[config.mk]
export PLATFORM = sky130hd
export DESIGN_NAME = tick_momentum_spread_signal_core
export DESIGN_NICKNAME = d
export VERILOG_FILES = /design/src/design/tmss_pkg.sv /design/src/design/tmss_hist.sv /design/src/design/tmss_eval.sv /design/src/design/tick_momentum_spread_signal_core.sv
export SDC_FILE = /design/constraint.sdc
export NUM_CORES = 1
export LEC_CHECK = 0
export BUFFER_PORTS_ARGS = -buffer_cell sky130_fd_sc_hd__buf_2
export CAP_MARGIN = 20
export CELL_PAD_IN_SITES_DETAIL_PLACEMENT = 0
export CELL_PAD_IN_SITES_GLOBAL_PLACEMENT = 1
export CORE_MARGIN = 5
export CORE_UTILIZATION = 30
export DETAILED_ROUTE_END_ITERATION = 7
export GPL_TIMING_DRIVEN = 0
export PLACE_DENSITY = 0.64
export SKIP_LAST_GASP = 1
export SYNTH_ARGS = -nofsm -noshare
export SYNTH_HDL_FRONTEND = slang
export SYNTH_HIERARCHICAL = 1
export SYNTH_SLANG_ARGS = --single-unit
[constraint.sdc]
create_clock -name clk -period 15.1 [get_ports clk]
set_clock_uncertainty 0.05 [all_clocks]
set_input_delay 1.51 -clock clk [delete_from_list [all_inputs] [get_ports clk]]
set_output_delay 1.51 -clock clk [all_outputs]
set_load 0.05 [all_outputs]
[src/design/tmss_pkg.sv]
// shared types and constants for the tick momentum / spread signal core
// no dependencies
package tmss_pkg;

	localparam int DEF_PRICE_BITS = 32;
	localparam int REG_BITS       = 32;
	localparam int CFG_IDX_BITS   = 4;

	localparam logic [CFG_IDX_BITS-1:0] CFG_ACCEL_THR  = CFG_IDX_BITS'(0);
	localparam logic [CFG_IDX_BITS-1:0] CFG_SPREAD_THR = CFG_IDX_BITS'(1);

	localparam logic [REG_BITS-1:0] ACCEL_THR_RST  = REG_BITS'(500);
	localparam logic [REG_BITS-1:0] SPREAD_THR_RST = REG_BITS'(100);

	typedef enum logic [1:0] {
		DEC_BUY  = 2'd0,
		DEC_SELL = 2'd1,
		DEC_WAIT = 2'd2
	} dec_t;

	// stage 1 status handed to the evaluation stage
	typedef struct packed {
		logic valid;
		logic warm;
	} tmss_ctl_t;

endpackage

[src/design/tmss_hist.sv]
// input stage: bid/spread history, warm-up count and the stage 1 register
// depends on tmss_pkg
module tmss_hist import tmss_pkg::*; #(
	parameter int PRICE_BITS = DEF_PRICE_BITS
) (
	input  logic                  clk,
	input  logic                  arst_n,
	input  logic                  in_valid,
	output logic                  in_ready,
	input  logic [PRICE_BITS-1:0] quote_bid,
	input  logic [PRICE_BITS-1:0] quote_ask,
	input  logic                  take,
	output tmss_ctl_t             ctl_s1,
	output logic [PRICE_BITS-1:0] bid_s1,
	output logic [PRICE_BITS-1:0] pbid_s1,
	output logic [PRICE_BITS-1:0] obid_s1,
	output logic [PRICE_BITS:0]   pspr_s1,
	output logic [PRICE_BITS:0]   ospr_s1
);

	logic                  accept;
	logic [1:0]            ticks_q;
	logic [PRICE_BITS-1:0] pbid_q;
	logic [PRICE_BITS-1:0] obid_q;
	logic [PRICE_BITS:0]   pspr_q;
	logic [PRICE_BITS:0]   ospr_q;
	logic [PRICE_BITS:0]   spread;

	assign in_ready = !ctl_s1.valid || take;
	assign accept   = in_valid && in_ready;
	assign spread   = {1'b0, quote_ask} - {1'b0, quote_bid};

	always_ff @(posedge clk or negedge arst_n) begin
		if (!arst_n) begin
			ticks_q      <= 2'd0;
			ctl_s1.valid <= 1'b0;
			ctl_s1.warm  <= 1'b0;
		end else begin
			if (accept) begin
				ctl_s1.valid <= 1'b1;
				ctl_s1.warm  <= (ticks_q == 2'd2);
				if (ticks_q != 2'd2) begin
					ticks_q <= ticks_q + 2'd1;
				end
			end else if (take) begin
				ctl_s1.valid <= 1'b0;
			end
		end
	end

	// history and stage 1 payload
	always_ff @(posedge clk) begin
		if (accept) begin
			bid_s1  <= quote_bid;
			pbid_s1 <= pbid_q;
			obid_s1 <= obid_q;
			pspr_s1 <= pspr_q;
			ospr_s1 <= ospr_q;
			obid_q  <= pbid_q;
			pbid_q  <= quote_bid;
			ospr_q  <= pspr_q;
			pspr_q  <= spread;
		end
	end

endmodule

[src/design/tmss_eval.sv]
// evaluation stage: acceleration, filtered spread, decision and result register
// depends on tmss_pkg
module tmss_eval import tmss_pkg::*; #(
	parameter int PRICE_BITS = DEF_PRICE_BITS
) (
	input  logic                  clk,
	input  logic                  arst_n,
	input  tmss_ctl_t             ctl_s1,
	input  logic [PRICE_BITS-1:0] bid_s1,
	input  logic [PRICE_BITS-1:0] pbid_s1,
	input  logic [PRICE_BITS-1:0] obid_s1,
	input  logic [PRICE_BITS:0]   pspr_s1,
	input  logic [PRICE_BITS:0]   ospr_s1,
	input  logic [REG_BITS-1:0]   accel_thr,
	input  logic [REG_BITS-1:0]   spread_thr,
	output logic                  take,
	output logic                  out_valid,
	input  logic                  out_ready,
	output logic [1:0]            decision,
	output logic [PRICE_BITS+1:0] acceleration,
	output logic [PRICE_BITS+4:0] filtered_spread_x10,
	output logic                  ready_res
);

	localparam int ACC_BITS = PRICE_BITS + 2;
	localparam int FS_BITS  = PRICE_BITS + 5;
	localparam int THR_BITS = REG_BITS + 4;
	localparam int CMP_BITS = ((FS_BITS > THR_BITS) ? FS_BITS : THR_BITS) + 2;

	logic signed [ACC_BITS-1:0] accel_c;
	logic signed [FS_BITS-1:0]  pspr_x;
	logic signed [FS_BITS-1:0]  ospr_x;
	logic signed [FS_BITS-1:0]  fs_c;
	logic signed [CMP_BITS-1:0] acc_w;
	logic signed [CMP_BITS-1:0] fs_w;
	logic signed [CMP_BITS-1:0] athr_w;
	logic signed [CMP_BITS-1:0] sthr_w;
	logic signed [CMP_BITS-1:0] sthr10_w;
	logic                       wide;
	dec_t                       dec_c;
	dec_t                       dec_q;

	assign take = !out_valid || out_ready;

	assign accel_c = {2'b00, bid_s1} - {1'b0, pbid_s1, 1'b0} + {2'b00, obid_s1};
	assign pspr_x  = {{(FS_BITS-PRICE_BITS-1){pspr_s1[PRICE_BITS]}}, pspr_s1};
	assign ospr_x  = {{(FS_BITS-PRICE_BITS-1){ospr_s1[PRICE_BITS]}}, ospr_s1};
	// 7 * previous + 3 * older
	assign fs_c    = (pspr_x <<< 3) - pspr_x + (ospr_x <<< 1) + ospr_x;

	assign acc_w    = {{(CMP_BITS-ACC_BITS){accel_c[ACC_BITS-1]}}, accel_c};
	assign fs_w     = {{(CMP_BITS-FS_BITS){fs_c[FS_BITS-1]}}, fs_c};
	assign athr_w   = {{(CMP_BITS-REG_BITS){1'b0}}, accel_thr};
	assign sthr_w   = {{(CMP_BITS-REG_BITS){1'b0}}, spread_thr};
	assign sthr10_w = (sthr_w <<< 3) + (sthr_w <<< 1);
	assign wide     = fs_w > sthr10_w;

	always_comb begin
		dec_c = DEC_WAIT;
		if (ctl_s1.warm && wide) begin
			if (acc_w > athr_w) begin
				dec_c = DEC_BUY;
			end else if (acc_w < -athr_w) begin
				dec_c = DEC_SELL;
			end
		end
	end

	always_ff @(posedge clk or negedge arst_n) begin
		if (!arst_n) begin
			out_valid <= 1'b0;
		end else if (take) begin
			out_valid <= ctl_s1.valid;
		end
	end

	always_ff @(posedge clk) begin
		if (take && ctl_s1.valid) begin
			dec_q               <= dec_c;
			ready_res           <= ctl_s1.warm;
			acceleration        <= ctl_s1.warm ? accel_c : '0;
			filtered_spread_x10 <= ctl_s1.warm ? fs_c : '0;
		end
	end

	assign decision = dec_q;

endmodule

[src/design/tick_momentum_spread_signal_core.sv]
// top level of the tick momentum / spread signal core
// depends on tmss_pkg, tmss_hist, tmss_eval
//
// channel   handshake               payload
// in        in_valid / in_ready     quote_bid, quote_ask
// out       out_valid / out_ready   decision, acceleration, filtered_spread_x10, ready_res
// cfg       cfg_we                  cfg_index, cfg_wdata
//
// one item per cycle sustained while out_ready is high
// an accepted item passes the two-register path: history/input stage then evaluation stage
// reset clears thresholds to defaults, the tick count and both valid flags
// a stalled result holds the evaluation stage; the input stage still fills once
// the first two ticks after reset give wait with ready_res low
module tick_momentum_spread_signal_core import tmss_pkg::*; #(
	parameter int PRICE_BITS = DEF_PRICE_BITS
) (
	input  logic                    clk,
	input  logic                    arst_n,
	input  logic                    in_valid,
	output logic                    in_ready,
	input  logic [PRICE_BITS-1:0]   quote_bid,
	input  logic [PRICE_BITS-1:0]   quote_ask,
	output logic                    out_valid,
	input  logic                    out_ready,
	output logic [1:0]              decision,
	output logic [PRICE_BITS+1:0]   acceleration,
	output logic [PRICE_BITS+4:0]   filtered_spread_x10,
	output logic                    ready_res,
	input  logic                    cfg_we,
	input  logic [CFG_IDX_BITS-1:0] cfg_index,
	input  logic [REG_BITS-1:0]     cfg_wdata
);

	logic [REG_BITS-1:0]   accel_thr_q;
	logic [REG_BITS-1:0]   spread_thr_q;
	tmss_ctl_t             ctl_s1;
	logic                  take;
	logic [PRICE_BITS-1:0] bid_s1;
	logic [PRICE_BITS-1:0] pbid_s1;
	logic [PRICE_BITS-1:0] obid_s1;
	logic [PRICE_BITS:0]   pspr_s1;
	logic [PRICE_BITS:0]   ospr_s1;

	always_ff @(posedge clk or negedge arst_n) begin
		if (!arst_n) begin
			accel_thr_q  <= ACCEL_THR_RST;
			spread_thr_q <= SPREAD_THR_RST;
		end else if (cfg_we) begin
			unique case (cfg_index)
				CFG_ACCEL_THR:  accel_thr_q  <= cfg_wdata;
				CFG_SPREAD_THR: spread_thr_q <= cfg_wdata;
				default: ;
			endcase
		end
	end

	tmss_hist #(.PRICE_BITS(PRICE_BITS)) u_hist (
		.clk       (clk),
		.arst_n    (arst_n),
		.in_valid  (in_valid),
		.in_ready  (in_ready),
		.quote_bid (quote_bid),
		.quote_ask (quote_ask),
		.take      (take),
		.ctl_s1    (ctl_s1),
		.bid_s1    (bid_s1),
		.pbid_s1   (pbid_s1),
		.obid_s1   (obid_s1),
		.pspr_s1   (pspr_s1),
		.ospr_s1   (ospr_s1)
	);

	tmss_eval #(.PRICE_BITS(PRICE_BITS)) u_eval (
		.clk                 (clk),
		.arst_n              (arst_n),
		.ctl_s1              (ctl_s1),
		.bid_s1              (bid_s1),
		.pbid_s1             (pbid_s1),
		.obid_s1             (obid_s1),
		.pspr_s1             (pspr_s1),
		.ospr_s1             (ospr_s1),
		.accel_thr           (accel_thr_q),
		.spread_thr          (spread_thr_q),
		.take                (take),
		.out_valid           (out_valid),
		.out_ready           (out_ready),
		.decision            (decision),
		.acceleration        (acceleration),
		.filtered_spread_x10 (filtered_spread_x10),
		.ready_res           (ready_res)
	);

endmodule

==> impl_metrics.ini, run 1 <==
[outcome]
outcome = finished, final reports clean

[logic_synthesis]
synth_area_per_cell_um2 = 10.6
netlist.area_leader.share = 0.330
yosys_warnings = 6
synth_nets = 2749
synth.most_common_cell = inv_1
synth-async-reset-ratio = 0.204
ys_types = 107
ys_ff_latch = 338
ys.flop_type = edfxtp_1
synth_area_leader_cell = edfxtp_1
synth_area_um2 = 24500
synth_seq_area_share = 0.401
synth-edff-count = 269
ys_top_cells_by_count = inv_1 (395), edfxtp_1 (269), ha_1 (243)
synthCells = 2304
synthTopCellsByArea = edfxtp_1 (33%), ha_1 (12%), fa_1 (7.9%)

[timing]
drv_slew = 0
setup_viol = 0
worst_slack_ns = 8.75
whs_ns = 0.362
rsz0062_at_grt = false
hold_violations = 0
totalNegativeSetupSlack_ns = 0
min_period_over_period = 0.421
clock.fmax_mhz = 157
period_minus_slack_ns = 6.35
slew_headroom = 0.366
worst_pin_slew_ns = 0.951

[floorplan]
fp.dieW_um = 296
core_area_um2 = 80800
dieArea_um2 = 87500
die_y_um = 296
io_pins = 181
start_util = 0.303
rows = 104

[power_and_ir_drop]
power.leakage_nw = 12.6
ir_worst_vdd_mv = 0.0792
p_sw_mw = 2.09
combinationalPowerShare = 0.533
power_frac_seq = 0.272
p_per_area_nw_per_um2 = 170
p_int_mw = 2.69
clockPowerShare = 0.196
switching_share = 0.437

[clock_tree]
cts_tree = built
numCtsBuffers = 40
htreeDepth = 2
post_cts_buffers = 0
clock_path_buffers = 3
cts-root-buf = clkbuf_16
clkLatencyLatePin_ns = 0.56
clock-sinks = 338
cts-hold-fix-buffers = 0
clkTransAtPathRegs_ns = 0.06
cts_resized = 0

[final_layout]
final_nets = 2973
area_delta_synth_final_pct = 14.7
drive_gt1_frac = 0.154
register_area_um2 = 9820
multi_input_area_um2 = 13000
fillers = 8079

[drt]
num_vias = 17095
post-route-drc-count = 0
ant_nets = 0
drt_iter0_drc = 862
wl_per_cell_um = 18.1
wirelength_mm = 65.6
drt_pre_antenna_iters = 5
via_per_inst = 4.71

[critical_path]
criticalPathCategory = reg -> reg
worstPathArrival_ns = 6.60
critPathSlowestCell = nor4_1
endpoint_kind = flop
path_buf_inv = 2
cp-start-kind = flop
timing.rr.start = u_hist/ospr_q[1]
critical-path-max-stage-delay_ns = 0.63
r2r_cells = 22
crit_family = simple AND/OR/NAND/NOR gates
crit_path_cell_trace = fa_1 -> inv_1 -> fa_1 -> inv_1 -> ha_1 -> o21ai_0 -> o21bai_1 -> nor4_1 -> o211ai_1 -> nand2_1 -> a21oi_1 -> o21a_1 -> nor2_1 -> ha_1 -> nand4_1 -> nor4_1 -> o211a_1 -> o41ai_1 -> o211ai_1 -> nand3_1 -> mux2_2 -> nand4b_1
cp_data_required_time_ns = 15.35
timing.reg2reg.setup_slack_ns = 8.75
r2r_end = u_eval/decision[1]
cp_max_fo = 4

[global_route]
grt_pass1_vias = 17762
track_usage = 0.148
grt_pass1_wl_mm = 101
antenna_found_initial = 16
grt_start_max_net_pins = 133
grt-ovfl-total = 0

[min_path]
whs_path_depth = 0
hold_path_startpoint = u_hist/pspr_q[14]
min_path_type = reg -> reg
hold_path_end = u_hist/ospr_q[14]

[placement]
gp_congestion = 0.836
hpwlAfterDp_mm = 54.4
portBuffers = 180
place_ws_ns = 8.78

[run]
cap_violations = 0
[registers in the layout (all words and copies together) (netlist names), 2 cells and up]
| name | cells |
|---|---|
| u_hist/ticks_q | 2 |
| u_hist/ctl_s1 | 2 |
| u_hist/ospr_s1 | 33 |
| accel_thr_q | 32 |
| u_hist/ospr_q | 33 |
| u_hist/obid_s1 | 32 |
| u_eval/acceleration | 34 |
| u_hist/pbid_q | 32 |
| spread_thr_q | 32 |
| u_hist/pspr_q | 33 |
| u_eval/decision | 2 |
| u_eval/filtered_spread_x10 | 37 |
| u_hist/obid_q | 32 |
[through the flow]
step | util | instance area [µm²] | std cells | total power [mW]
after global routing | 0.347 | 28100 | 3621 | 5.18
final | 0.348 | 28100 | 3628 | 4.78
after global placement | 0.331 | 26700 | 3544 | 3.79
after CTS | 0.347 | 28100 | 3618 | 4.81
after floorplan | - | 24500 | 2304 | 3.14
after detailed placement | 0.331 | 26800 | 3546 | 3.84
[metal layers]
layer  track usage  vias to the layer above  routed length, µm  part of all wire
met4        0.0468                       14               2100             0.032
met1         0.190                     8089              29200              0.45
met2         0.252                      334              30900              0.47
li1              -                     8559                  -                 -
met5             0                        -                 83            0.0013
met3        0.0281                       99               3210             0.049
[area by class of cell]
class                   count  share of cell area
multi-input cells        1525               0.461
flip-flops and latches    338               0.350
inverters                 395              0.0531
well taps                1060              0.0472
clock buffers              49              0.0376
repair buffers            182              0.0339
plain buffers              46             0.00873
clock inverters            23             0.00793
diodes                     10            0.000891
[worst register-to-register path, stage by stage, from the launching register on]
cell and delay (ns):
edfxtp_1 0.48, fa_1 0.56, inv_1 0.05, fa_1 0.50, inv_1 0.04, ha_1 0.34
o21ai_0 0.17, o21bai_1 0.11, nor4_1 0.63, o211ai_1 0.26, nand2_1 0.13, a21oi_1 0.13
o21a_1 0.22, nor2_1 0.26, ha_1 0.23, nand4_1 0.15, nor4_1 0.53, o211a_1 0.29
o41ai_1 0.15, o211ai_1 0.16, nand3_1 0.10, mux2_2 0.36, nand4b_1 0.22
[worst max-delay path by stage]
stage	startpoint	endpoint	slack, ns	depth (start not counted)
2_1_floorplan	out_ready	u_hist/obid_q[0]	8.41	4
3_3_place_gp	out_ready	u_hist/ospr_s1[0]	7.14	5
3_5_place_dp	u_hist/ospr_q[3]	u_eval/decision[1]	8.78	21
4_1_cts	u_hist/ospr_q[1]	u_eval/decision[1]	8.76	22
5_1_grt	u_hist/ospr_q[1]	u_eval/decision[0]	8.27	22
6_report	u_hist/ospr_q[1]	u_eval/decision[1]	8.75	22
[cell usage in the layout (no fill, tap or decap), types with 7 or more instances in the layout]
cell type and instances:
nand3_1 45, clkbuf_1 31, o2111ai_1 7, ha_1 243, a31oi_1 9, mux2_2 34, and3_1 13, o21ai_0 79
diode_2 10, o211ai_1 19, dfstp_2 9, clkinv_2 7, fa_1 97, xnor2_1 94, edfxtp_1 269, o21bai_1 19
nand2_1 117, nand2b_1 23, nor2b_1 11, clkbuf_16 40, a21o_1 54, nor3_1 28, xor2_1 37, mux2_4 30
buf_2 188, o31ai_1 9, a211oi_1 21, nand4_1 41, dfrtp_1 60, o21ai_1 7, and2_1 59, nor2_1 93
inv_1 394, nor4_1 12, a21oi_1 152, o21a_1 25
[power groups by stage]
| stage | combinational [mW] | clock, mW | sequential, mW |
|---|---|---|---|
| 2_1_floorplan | 1.70 | 0 | 1.44 |
| 3_3_place_gp | 2.47 | 0 | 1.33 |
| 3_5_place_dp | 2.52 | 0 | 1.32 |
| 4_1_cts | 2.54 | 0.971 | 1.30 |
| 5_1_grt | 2.85 | 1.01 | 1.31 |
| 6_report | 2.54 | 0.935 | 1.30 |
[cell families (layout without fill, tap and decap cells)]
group	count (synthesis)	count (layout)	synth area share
flops	338	338	0.401
fa+ha+maj	340	340	0.203
buf+inv	441	695	0.0705
simple gates	490	490	0.105
compound gates	492	492	0.136
xor+xnor	131	131	0.0468
mux	72	72	0.0374
other cells	0	10	0
Power figures use the tool's default switching activity.
==> inputs of run 2 (changes only) <==
--- a/config.mk
+++ b/config.mk
@@ -13,7 +13,7 @@
 export CORE_UTILIZATION = 30
 export DETAILED_ROUTE_END_ITERATION = 7
 export GPL_TIMING_DRIVEN = 0
-export PLACE_DENSITY = 0.64
+export PLACE_DENSITY = 0.66
 export SKIP_LAST_GASP = 1
 export SYNTH_ARGS = -nofsm -noshare
 export SYNTH_HDL_FRONTEND = slang
==> constraint.sdc (replaced) <==
create_clock -name clk -period 5.4 [get_ports clk]
set_clock_uncertainty 0.05 [all_clocks]
set_input_delay 0.54 -clock clk [delete_from_list [all_inputs] [get_ports clk]]
set_output_delay 0.54 -clock clk [all_outputs]
set_load 0.05 [all_outputs]
==> run 2 against run 1 <==
Compared with the run above:
- the flow now finishes with violations (negative setup slack)
- total power rose to 3.0 times the previous value
- largest power group unchanged
- global-route usage is essentially flat
- routed wire length grew 0.85%
- hold slack lost 0.35 ns
- non-clock buffer count up 38
- core utilization is 1.1 points higher
- die area unchanged
- critical path depth stayed put
- critical endpoint unchanged
- count of clock-buffer cells in the layout is 7 lower
- cell count increased by 0.91%
- first-iteration DRC count is 3.1% higher
==> impl_metrics.ini, run 2 (synthesized netlist as in run 1, its figures left out) <==
[run]
cap_violations = 0

[final_layout]
mostFrequentLayoutCells = inv_1 (387), edfxtp_1 (269), ha_1 (227)
drive_gt1_frac = 0.195
largest_register_ff_count = 37
fillers = 8024
top_register = u_eval/filtered_spread_x10
area_delta_synth_final_pct = 18.2
final_common_cell = inv_1
instances_no_fill = 3661
largestRegisters = u_eval/filtered_spread_x10 x37, u_eval/acceleration x34
final_nets = 3008

[global_route]
grt-ovfl-total = 0
grt_pass1_vias = 17704
track_usage = 0.147
grt_pass1_wl_mm = 101
antenna_found_initial = 14
grt_start_max_net_pins = 70

[placement]
hpwlAfterDp_mm = 54.6
gp_congestion = 0.856
portBuffers = 180
dpl.cell_count = 3550

[drt]
num_vias = 17401
drt_pre_antenna_iters = 5
wl_per_cell_um = 18.1
drt_iter0_drc = 889
ant_nets = 0
wirelength_mm = 66.1
routed.top_layer = met5
via_per_inst = 4.75
post-route-drc-count = 0
wl_met3_mm = 3.26
dr_wl_met2_mm = 31.8
m1WireLength_mm = 29.1

[clock_tree]
htreeDepth = 2
clkTransAtPathRegs_ns = 0.07
cts-root-buf = clkbuf_16
cts_tree = built
numCtsBuffers = 37
clock-sinks = 338
clkLatencyLatePin_ns = 0.58
clock_path_buffers = 3

[critical_path]
critical-path-max-stage-delay_ns = 0.55
endpoint_kind = flop
cp_max_fo = 4
criticalPathCategory = reg -> reg
cp_data_required_time_ns = 5.66
cp-start-kind = flop
critPathSlowestCell = fa_1
timing.reg2reg.setup_slack_ns = -0.23
worstPathArrival_ns = 5.89
crit_path_cell_trace = fa_1 -> inv_1 -> fa_1 -> inv_1 -> ha_4 -> and3_4 -> nand4_1 -> or3b_4 -> o211ai_1 -> nand2_1 -> a21oi_4 -> o21a_1 -> nor2_2 -> ha_1 -> nand4_1 -> nor4_4 -> o211a_1 -> o41ai_4 -> o211ai_1 -> nand3b_1 -> mux2_4 -> nand4b_1

[floorplan]
rows = 104
io_pins = 181
start_util = 0.303
fp.dieW_um = 296
die_y_um = 296
dieArea_um2 = 87500
core_area_um2 = 80800

[power_and_ir_drop]
p_total_mw = 14.1
p_per_area_nw_per_um2 = 487
power.leakage_nw = 12.9
ir_worst_vdd_mv = 0.232

[timing]
drv_slew = 0
rsz0062_at_grt = true
hold_violations = 0
worst_slack_ns = -0.229
min_period_over_period = 1.04
clock.fmax_mhz = 178
period_minus_slack_ns = 5.63
setup_viol = 2
worst_pin_slew_ns = 0.952
slew_headroom = 0.366

[outcome]
violations = negative setup slack
outcome = finished with violations

[min_path]
min_path_type = in -> async
run 2: final timing paths:
kind                                        start                 end  cells after the start
max in group asynchronous                  arst_n     spread_thr_q[8]                      1
worst min-delay path                       arst_n    u_eval/out_valid                      1
worst max-delay path            u_hist/ospr_q[13]  u_eval/decision[1]                     22
worst min register to register  u_hist/pspr_q[21]   u_hist/ospr_q[21]                      0
worst max register to register  u_hist/ospr_q[13]  u_eval/decision[1]                     22
min in group clk                    quote_bid[11]   u_hist/pbid_q[11]                      1
run 2: layout make-up:
class,count,area [µm²],share of cell area
Antenna cell,9,22.5,0.000778
Buffer,40,221,0.00765
Clock buffer,42,966,0.0334
Clock inverter,26,307,0.0106
Inverter,395,1490,0.0514
Multi-Input combinational cell,1525,13500,0.466
Sequential cell,338,9820,0.339
Tap cell,1060,1330,0.0458
Timing Repair Buffer,226,1320,0.0457
run 2: worst max-delay path: cells and delay by family (launching register included):
kind | cells | cell delay [ns]
and+or+nand+nor | 9 | 1.62
AOI/OAI and AO/OA | 6 | 1.20
adders and majority gates | 4 | 1.61
DFF | 1 | 0.44
muxes | 1 | 0.33
buffers and inverters | 2 | 0.11
run 2: stage by stage:
stage                     TNS, ns  worst slack, ns  utilization  cell area, µm²  hold WS [ns]
after global placement     -79.42           -0.872        0.331           26700         0.354
after global routing       -0.878           -0.452        0.358           28900        0.0687
final                      -0.423           -0.229        0.358           28900       0.00789
after detailed placement    -1.83           -0.923        0.332           26800         0.355
after floorplan                 0            0.167            -           24500         0.194
after CTS                  -0.375           -0.189        0.354           28600        0.0267
run 2: layer usage:
metal  up-vias  track usage
li1       8640            -
met3       109       0.0264
met2       370        0.255
met4        10       0.0439
met5         -            0
met1      8272        0.189
run 2: power breakdown:
group / total [mW] / internal (mW) / switching, mW
combinational: 7.86 / 3.12 / 4.75
clock: 2.62 / 1.51 / 1.11
sequential: 3.62 / 3.32 / 0.291
total: 14.1 / 7.95 / 6.15
run 2: what timing repair did:
action | CTS | global route
hold buffers | 0 | 0
gates resized for setup | 65 | 42
setup endpoints to repair | 2 | 2
pin swaps | 37 | 32
setup buffers | 30 | 10
==> inputs of run 3 (changes only) <==
--- a/config.mk
+++ b/config.mk
@@ -5,6 +5,7 @@
 export SDC_FILE = /design/constraint.sdc
 export NUM_CORES = 1
 export LEC_CHECK = 0
+export ABC_AREA = 1
 export BUFFER_PORTS_ARGS = -buffer_cell sky130_fd_sc_hd__buf_2
 export CAP_MARGIN = 20
 export CELL_PAD_IN_SITES_DETAIL_PLACEMENT = 0
@@ -13,7 +14,7 @@
 export CORE_UTILIZATION = 30
 export DETAILED_ROUTE_END_ITERATION = 7
 export GPL_TIMING_DRIVEN = 0
-export PLACE_DENSITY = 0.66
+export PLACE_DENSITY = 0.68
 export SKIP_LAST_GASP = 1
 export SYNTH_ARGS = -nofsm -noshare
 export SYNTH_HDL_FRONTEND = slang
==> run 3 against run 2 <==
Compared with the run above:
- the run now ends clean
- via count rose by 16%
- register-to-register slack improved by 0.49 ns
- total power rose by 6.4%
- combinational power rose by 12%
- sequential share of layout area fell by 1.3 points
- critical path type unchanged
- critical endpoint unchanged
- highest routed layer unchanged
==> impl_metrics.ini, run 3 <==
[outcome]
outcome = finished, final reports clean

[placement]
hpwlAfterDp_mm = 62.5
gp_congestion = 0.897
portBuffers = 179

[global_route]
grt_busiest_layer = met2
gr-usage-met2 = 0.250
track_usage = 0.155
grtUsageMet3 = 0.0214
grt_start_max_net_pins = 67
grtUsageMet1 = 0.222
grt_pass1_wl_mm = 113
grt-ovfl-total = 0
antenna_found_initial = 5
grt_pass1_vias = 19849

[min_path]
min_path_type = in -> reg

[logic_synthesis]
yosys_warnings = 6
synthTopCellsByArea = edfxtp_1 (31%), ha_1 (12%), nand2_1 (10%)
synth-edff-count = 269
synth-async-reset-ratio = 0.204
synth_area_um2 = 25900
synth_area_per_cell_um2 = 8.37
ys_types = 53
synth_seq_area_share = 0.378
ys_ff_latch = 338
synthCells = 3099
netlist.area_leader.share = 0.311
ys_top_cells_by_count = nand2_1 (709), inv_1 (688), edfxtp_1 (269)
ys.flop_type = edfxtp_1
synth_nets = 3544
synth_area_leader_cell = edfxtp_1
synth.most_common_cell = nand2_1

[final_layout]
final_common_cell = nand2_1
largest_register_ff_count = 37
num_antenna_cells = 0
top_register = u_eval/filtered_spread_x10
mostFrequentLayoutCells = nand2_1 (705), inv_1 (682), edfxtp_1 (269)
largestRegisters = u_eval/filtered_spread_x10 x37, u_eval/acceleration x34
drive_gt1_frac = 0.122
area_delta_synth_final_pct = 16.1
final_util = 0.352
final_nets = 3794

[floorplan]
fp.dieW_um = 304
start_util = 0.303
core_area_um2 = 85500
die_y_um = 304
rows = 107
io_pins = 181
dieArea_um2 = 92400

[critical_path]
critPathMostFrequentCell = nand2_1
cp_max_fo = 5
worstPathArrival_ns = 5.40
critical-path-max-stage-delay_ns = 0.58
crit_family = simple AND/OR/NAND/NOR gates
endpoint_kind = flop
critPathSlowestCell = fa_1
path_buf_inv = 4
cp_data_required_time_ns = 5.67
cp-start-kind = flop
criticalPathCategory = reg -> reg

[drt]
post-route-drc-count = 0
drt_iter0_drc = 1177
num_vias = 20198
ant_nets = 0
wirelength_mm = 73.4
wl_per_cell_um = 16.2
via_per_inst = 4.46
drt_pre_antenna_iters = 5

[clock_tree]
clock-sinks = 338
clkTransAtPathRegs_ns = 0.07
numCtsBuffers = 39
cts_tree = built
htreeDepth = 2
clkLatencyLatePin_ns = 0.58
cts-root-buf = clkbuf_16
clock_path_buffers = 3

[power_and_ir_drop]
ir_worst_vdd_mv = 0.359
p_per_area_nw_per_um2 = 499
power.leakage_nw = 15.1

[timing]
totalNegativeSetupSlack_ns = 0
slew_headroom = 0.364
drv_slew = 0
setup_viol = 0
clock.fmax_mhz = 195
period_minus_slack_ns = 5.14
rsz0062_at_grt = true
hold_violations = 0
worst_pin_slew_ns = 0.954
min_period_over_period = 0.951

[run]
cap_violations = 0
## run 3: changes by cell type after synthesis, moves of 48 or more
cell	previous run	this run
nor2_1	93	230
inv_1	395	688
nand3_1	45	104
and2_1	60	10
nand2_1	117	709
xor2_1	37	93
nand4_1	41	89
xnor2_1	94	30
## run 3: per-layer routing
metal	vias to the layer above	wire [µm]
li1	10439	-
met1	9265	36100
met2	413	32600
met3	79	3060
met4	2	1700
met5	-	10
## run 3: timing repair
item,in CTS,in global routing
hold endpoints to repair,61,0
gates resized for setup,11,53
endpoints found under the setup margin,2,2
hold buffers,1,0
buffers inserted,6,14
gates cloned,0,0
pin swaps,5,16
## run 3: path summary, 6_finish.rpt
check	to	start	cells past startpoint	slack, ns
max	u_eval/decision[1]	u_hist/ospr_q[2]	32	0.26
min	u_hist/pbid_q[28]	quote_bid[28]	1	0.1
max reg2reg	u_eval/decision[1]	u_hist/ospr_q[2]	32	0.26
min reg2reg	u_hist/ospr_q[3]	u_hist/pspr_q[3]	0	0.35
max in group asynchronous	accel_thr_q[5]	arst_n	3	4.43
min in group asynchronous	spread_thr_q[1]	arst_n	2	0.27
## run 3: per-stage QoR
stage,total power [mW],setup slack [ns],hold WS [ns],instance area (µm²),std cells
final,15.0,0.263,0.0980,30100,4524
after global routing,16.4,-0.0272,0.0707,30100,4524
after CTS,14.8,0.000584,0.0560,29800,4510
after detailed placement,12.1,-0.365,0.309,28500,4431
after global placement,12.0,-1.78,0.353,28300,4422
after floorplan,9.62,0.560,0.194,25900,3099
## run 3: where the power goes
part	switching, mW	internal [mW]
sequential	0.301	3.45
combinational	5.83	2.94
clock	1.09	1.40
## run 3: logic make-up after synthesis
| family | count (synthesis) | share of synthesized area |
|---|---|---|
| and+or+nand+nor | 1239 | 0.206 |
| buffers and inverters | 731 | 0.109 |
| adders and majority gates | 340 | 0.192 |
| DFF | 338 | 0.378 |
| AOI/OAI and AO/OA | 328 | 0.0727 |
| xor gates and xnor gates | 123 | 0.0415 |
## run 3: cell type report
| class | count | area [µm²] |
|---|---|---|
| sequential | 338 | 9820 |
| tap | 1144 | 1430 |
| inverter | 697 | 2620 |
| timing repair buffer | 209 | 1250 |
| clock buffer | 52 | 1070 |
| multi-input combinational | 2030 | 13600 |
| buffer | 34 | 215 |
| clock inverter | 20 | 120 |
| fill | 8994 | 55400 |
## run 3: worst register-to-register path: cells and delay by family, from the launching register on
| family | cells | cell delay [ns] |
|---|---|---|
| buf+inv | 4 | 0.33 |
| fa+ha+maj | 4 | 1.70 |
| simple gates | 21 | 1.72 |
| compound gates | 2 | 0.36 |
| flops | 1 | 0.51 |
| xor+xnor | 1 | 0.26 |
